`src/sv/chkv_pkg.sv`:
```
// ----------------------------------------------------------------------------
// chkv_pkg
// shared types, constants and mixer helpers for the chained hash store
// ----------------------------------------------------------------------------
package chkv_pkg;

	localparam int unsigned BUCKETS_DEF = 256;
	localparam int unsigned NODES_DEF   = 256;
	localparam logic [31:0] MIX_MULT    = 32'h045d9f3b;
	localparam int unsigned MIX_SHIFT   = 16;

	localparam logic CMD_LOOKUP = 1'b0;
	localparam logic CMD_INSERT = 1'b1;

	typedef enum logic [3:0] {
		ST_IDLE,
		ST_MIX1,
		ST_MIX2,
		ST_HEAD,
		ST_HEAD_WAIT,
		ST_NODE,
		ST_NODE_WAIT,
		ST_DONE
	} state_t;

	typedef struct packed {
		logic load;
		logic mix1;
		logic mix2;
		logic head_rd;
		logic head_chk;
		logic node_rd;
		logic node_chk;
		logic finish;
	} ctl_t;

	typedef struct packed {
		logic head_empty;
		logic hit;
		logic chain_end;
	} sts_t;

	function automatic logic [31:0] xs(input logic [31:0] x);
		xs = (x >> MIX_SHIFT) ^ x;
	endfunction

endpackage

```
`src/sv/chkv_ctrl.sv`:
```
// ----------------------------------------------------------------------------
// chkv_ctrl
// sequencer: hash rounds, bucket head read, chain walk, result hand-off
// ----------------------------------------------------------------------------
module chkv_ctrl (
	input  logic          clk,
	input  logic          arst_n,
	input  logic          in_valid,
	output logic          in_ready,
	input  logic          out_busy,
	input  chkv_pkg::sts_t sts,
	output chkv_pkg::ctl_t ctl
);
	import chkv_pkg::*;

	state_t state_q, state_d;

	always_ff @(posedge clk or negedge arst_n) begin
		if (!arst_n) state_q <= ST_IDLE;
		else state_q <= state_d;
	end

	always_comb begin
		state_d  = state_q;
		ctl      = '0;
		in_ready = 1'b0;
		unique case (state_q)
			ST_IDLE: begin
				in_ready = 1'b1;
				if (in_valid) begin
					ctl.load = 1'b1;
					state_d  = ST_MIX1;
				end
			end
			ST_MIX1: begin
				ctl.mix1 = 1'b1;
				state_d  = ST_MIX2;
			end
			ST_MIX2: begin
				ctl.mix2 = 1'b1;
				state_d  = ST_HEAD;
			end
			ST_HEAD: begin
				ctl.head_rd = 1'b1;
				state_d     = ST_HEAD_WAIT;
			end
			ST_HEAD_WAIT: begin
				ctl.head_chk = 1'b1;
				state_d      = sts.head_empty ? ST_DONE : ST_NODE;
			end
			ST_NODE: begin
				ctl.node_rd = 1'b1;
				state_d     = ST_NODE_WAIT;
			end
			ST_NODE_WAIT: begin
				ctl.node_chk = 1'b1;
				state_d      = (sts.hit || sts.chain_end) ? ST_DONE : ST_NODE;
			end
			ST_DONE: begin
				if (!out_busy) begin
					ctl.finish = 1'b1;
					state_d    = ST_IDLE;
				end
			end
			default: state_d = ST_IDLE;
		endcase
	end

endmodule

```
`config.mk`:
```
export PLATFORM = sky130hd
export DESIGN_NAME = chkv_ctrl
export DESIGN_NICKNAME = d
export VERILOG_FILES = /design/src/sv/chkv_pkg.sv /design/src/sv/chkv_ctrl.sv
export SDC_FILE = /design/constraint.sdc
export NUM_CORES = 1
export LEC_CHECK = 0
export ABC_AREA = 1
export BUFFER_PORTS_ARGS = -buffer_cell sky130_fd_sc_hd__buf_2
export CAP_MARGIN = 20
export CORE_AREA = 5 5 42 44
export DETAILED_ROUTE_END_ITERATION = 8
export DIE_AREA = 0 0 47 49
export SYNTH_ARGS = -nofsm -noshare
export SYNTH_HDL_FRONTEND = slang
export SYNTH_SLANG_ARGS = --single-unit
```
`constraint.sdc`:
```
create_clock -name clk -period 1.3 [get_ports clk]
set_input_delay 0.195 -clock clk [delete_from_list [all_inputs] [get_ports clk]]
set_output_delay 0.195 -clock clk [all_outputs]
set_load 0.1 [all_outputs]
```
==> impl_metrics.yaml <==
place:
  gp_congestion: 0.744
  port_buffers: 15
  postPlaceCellArea_sq_um: 534
  dpl.hpwl_um: 660
detailed_routing:
  vias: 306
  postRouteAntennaNets: 0
  routed_wirelength_um: 853
  first_pass_iters: 2
  dr.first_iter.drc_count: 1
  drc: 0
  via_per_inst: 4.25
  drt-wirelength-per-cell_um: 11.8
cts:
  cts_buffer_depth: 2
  cts_tree: "built"
  cts_max_level: 1
  clk-insertion-delay-late_ns: 0.24
  clk_root_buffer_cell: "clkbuf_4"
  cts_buffers: 3
  clock-sinks: 3
  clkTransAtPathRegs_ns: 0.04
floorplan:
  io_pins: 16
  die_height_um: 49
  dieArea_sq_um: 2300
  fp.dieW_um: 47
  rows: 14
  start_util: 0.154
  coreArea_sq_um: 1400
final_layout:
  final_nets: 64
  antenna_cells: 0
  layout_common_cells: "9 x buf_12, 8 x nor2_4, 6 x buf_2"
  final_area_sq_um: 634
  area_growth_pct: 195
  layout_commonest_cell: "buf_12"
  regMostFlops: "state_q"
  largest_reg_flops: 3
  drive_above_1_share: 0.750
  reg_top3: "state_q: 3 flops"
  fillers: 145
synth:
  synth_cell_types: 14
  syn_area_per_cell_sq_um: 6.52
  yosys-top-cells-area: "dfrtp_1 35%, nor2_1 17%, inv_1 10%"
  synth_nets: 40
  synthCells: 33
  yosysTopAreaCellShare: 0.349
  yosysTopAreaCell: "dfrtp_1"
  netlist_area_sq_um: 215
  seq_area_frac_synth: 0.349
  yosysWarnings: 0
  ys_ff_latch: 3
timing:
  post-route-period-util: 1.11
  slew_viol_final: 0
  period_minus_slack_ns: 1.44
  tns_ns: -1.09
  rsz0062_at_grt: "yes"
  fmaxAchievable_ghz: 0.694
  setup_viol: 9
  maxSlewHeadroom: 0.835
  tightest_slew_ns: 0.248
  finalClockSkew_ns: 0.00370
  finalHoldViolCount: 0
  hold_ws_ns: 0.219
  setup_slack_ns: -0.141
worst_setup_path:
  start_kind: "register"
  critPathMaxStageDelay_ns: 0.47
  worstPathMaxFanout: 5
  crit_type: "register to output pin"
  cp_common_cell: "nor2_4"
  worstPathArrival_ns: 1.25
  crit_chain: "inv_4 -> nor2_4 -> inv_2 -> nor2_4 -> buf_12"
  crit_path_end_kind: "output pin"
  crit_required_ns: 1.11
  slowest_stage: "dfrtp_2"
worst_hold_path:
  min_path_type: "input pin to register"
global_route:
  met3_usage: 0.0221
  grt.overflow.total: 0
  grtUsageMet1: 0.104
  grt_use_total: 0.0896
  antenna_found_initial: 0
  grt_pass1_vias: 338
  grt_busiest_layer: "met2"
  grt_max_degree: 8
  grt_pass1_wl_mm: 1.42
  grtUsageMet2: 0.127
outcome:
  status: "finished, violations left"
  violations: "negative setup slack"
job:
  drv_cap: 0
[what timing repair did]
action | in CTS | in global routing
endpoints found under the hold margin | 3 | 0
setup buffers | 2 | 0
gates resized for setup | 8 | 5
pin swaps | 7 | 2
hold buffers | 1 | 0
endpoints found under the setup margin | 9 | 9
[final timing paths]
| kind | slack [ns] | cells past startpoint | from | endpoint |
|---|---|---|---|---|
| min | 0.22 | 3 | in_valid | state_q[0]$_DFFE_PN0P_ |
| max | -0.14 | 5 | state_q[1]$_DFFE_PN0P_ | ctl[1] |
| min reg2reg | 0.69 | 2 | state_q[2]$_DFFE_PN0P_ | state_q[2]$_DFFE_PN0P_ |
| max in group asynchronous | 0.89 | 2 | arst_n | state_q[1]$_DFFE_PN0P_ |
| max reg2reg | 0.30 | 4 | state_q[0]$_DFFE_PN0P_ | state_q[0]$_DFFE_PN0P_ |
| min in group asynchronous | 0.28 | 2 | arst_n | state_q[0]$_DFFE_PN0P_ |
[kinds of logic (layout without fill, tap and decap cells)]
family,count (synthesis),in the layout,synth area share
AND/OR/NAND/NOR,20,20,0.442
buffers and inverters,8,31,0.157
flip-flops,3,3,0.349
AO/OA/AOI/OAI,2,2,0.0523
[worst max-delay path: cells and delay by family (launching register included)]
kind,cells,cell delay (ns)
buffers and inverters,3,0.32
flip-flops,1,0.47
AND/OR/NAND/NOR,2,0.22
[Yosys cell counts]
| cell type | count |
|---|---|
| buf_4 | 1 |
| nand4_1 | 2 |
| inv_1 | 6 |
| inv_2 | 1 |
| dfrtp_1 | 3 |
| nand3_1 | 1 |
| nor3_1 | 1 |
| a31oi_1 | 1 |
| nor2_1 | 10 |
| nand2_1 | 3 |
| nand2_2 | 1 |
| nor3_2 | 1 |
| nand3b_1 | 1 |
| a21oi_1 | 1 |
[metal layers]
layer	part of all wire	up-vias
met5	0	-
met4	0.033	0
met3	0.039	3
met2	0.53	10
li1	-	150
met1	0.39	143
[area by class of cell]
cell class	instances	area, sq um	area share
Clock buffer	4	26.3	0.0414
Timing Repair Buffer	20	265	0.418
Inverter	7	40.0	0.0631
Sequential cell	3	78.8	0.124
Multi-Input combinational cell	22	204	0.321
Tap cell	16	20.0	0.0316
[through the flow]
step,std cells,utilization,setup slack [ns]
final,72,0.453,-0.141
after global routing,72,0.453,-0.193
after CTS,72,0.439,-0.148
after detailed placement,65,0.381,0.0406
after global placement,65,0.381,0.0575
after floorplan,33,-,-0.280
Power is left out: the tool's default activity adds up to more than one toggle a clock period on the data nets, which glitch-free logic cannot reach.
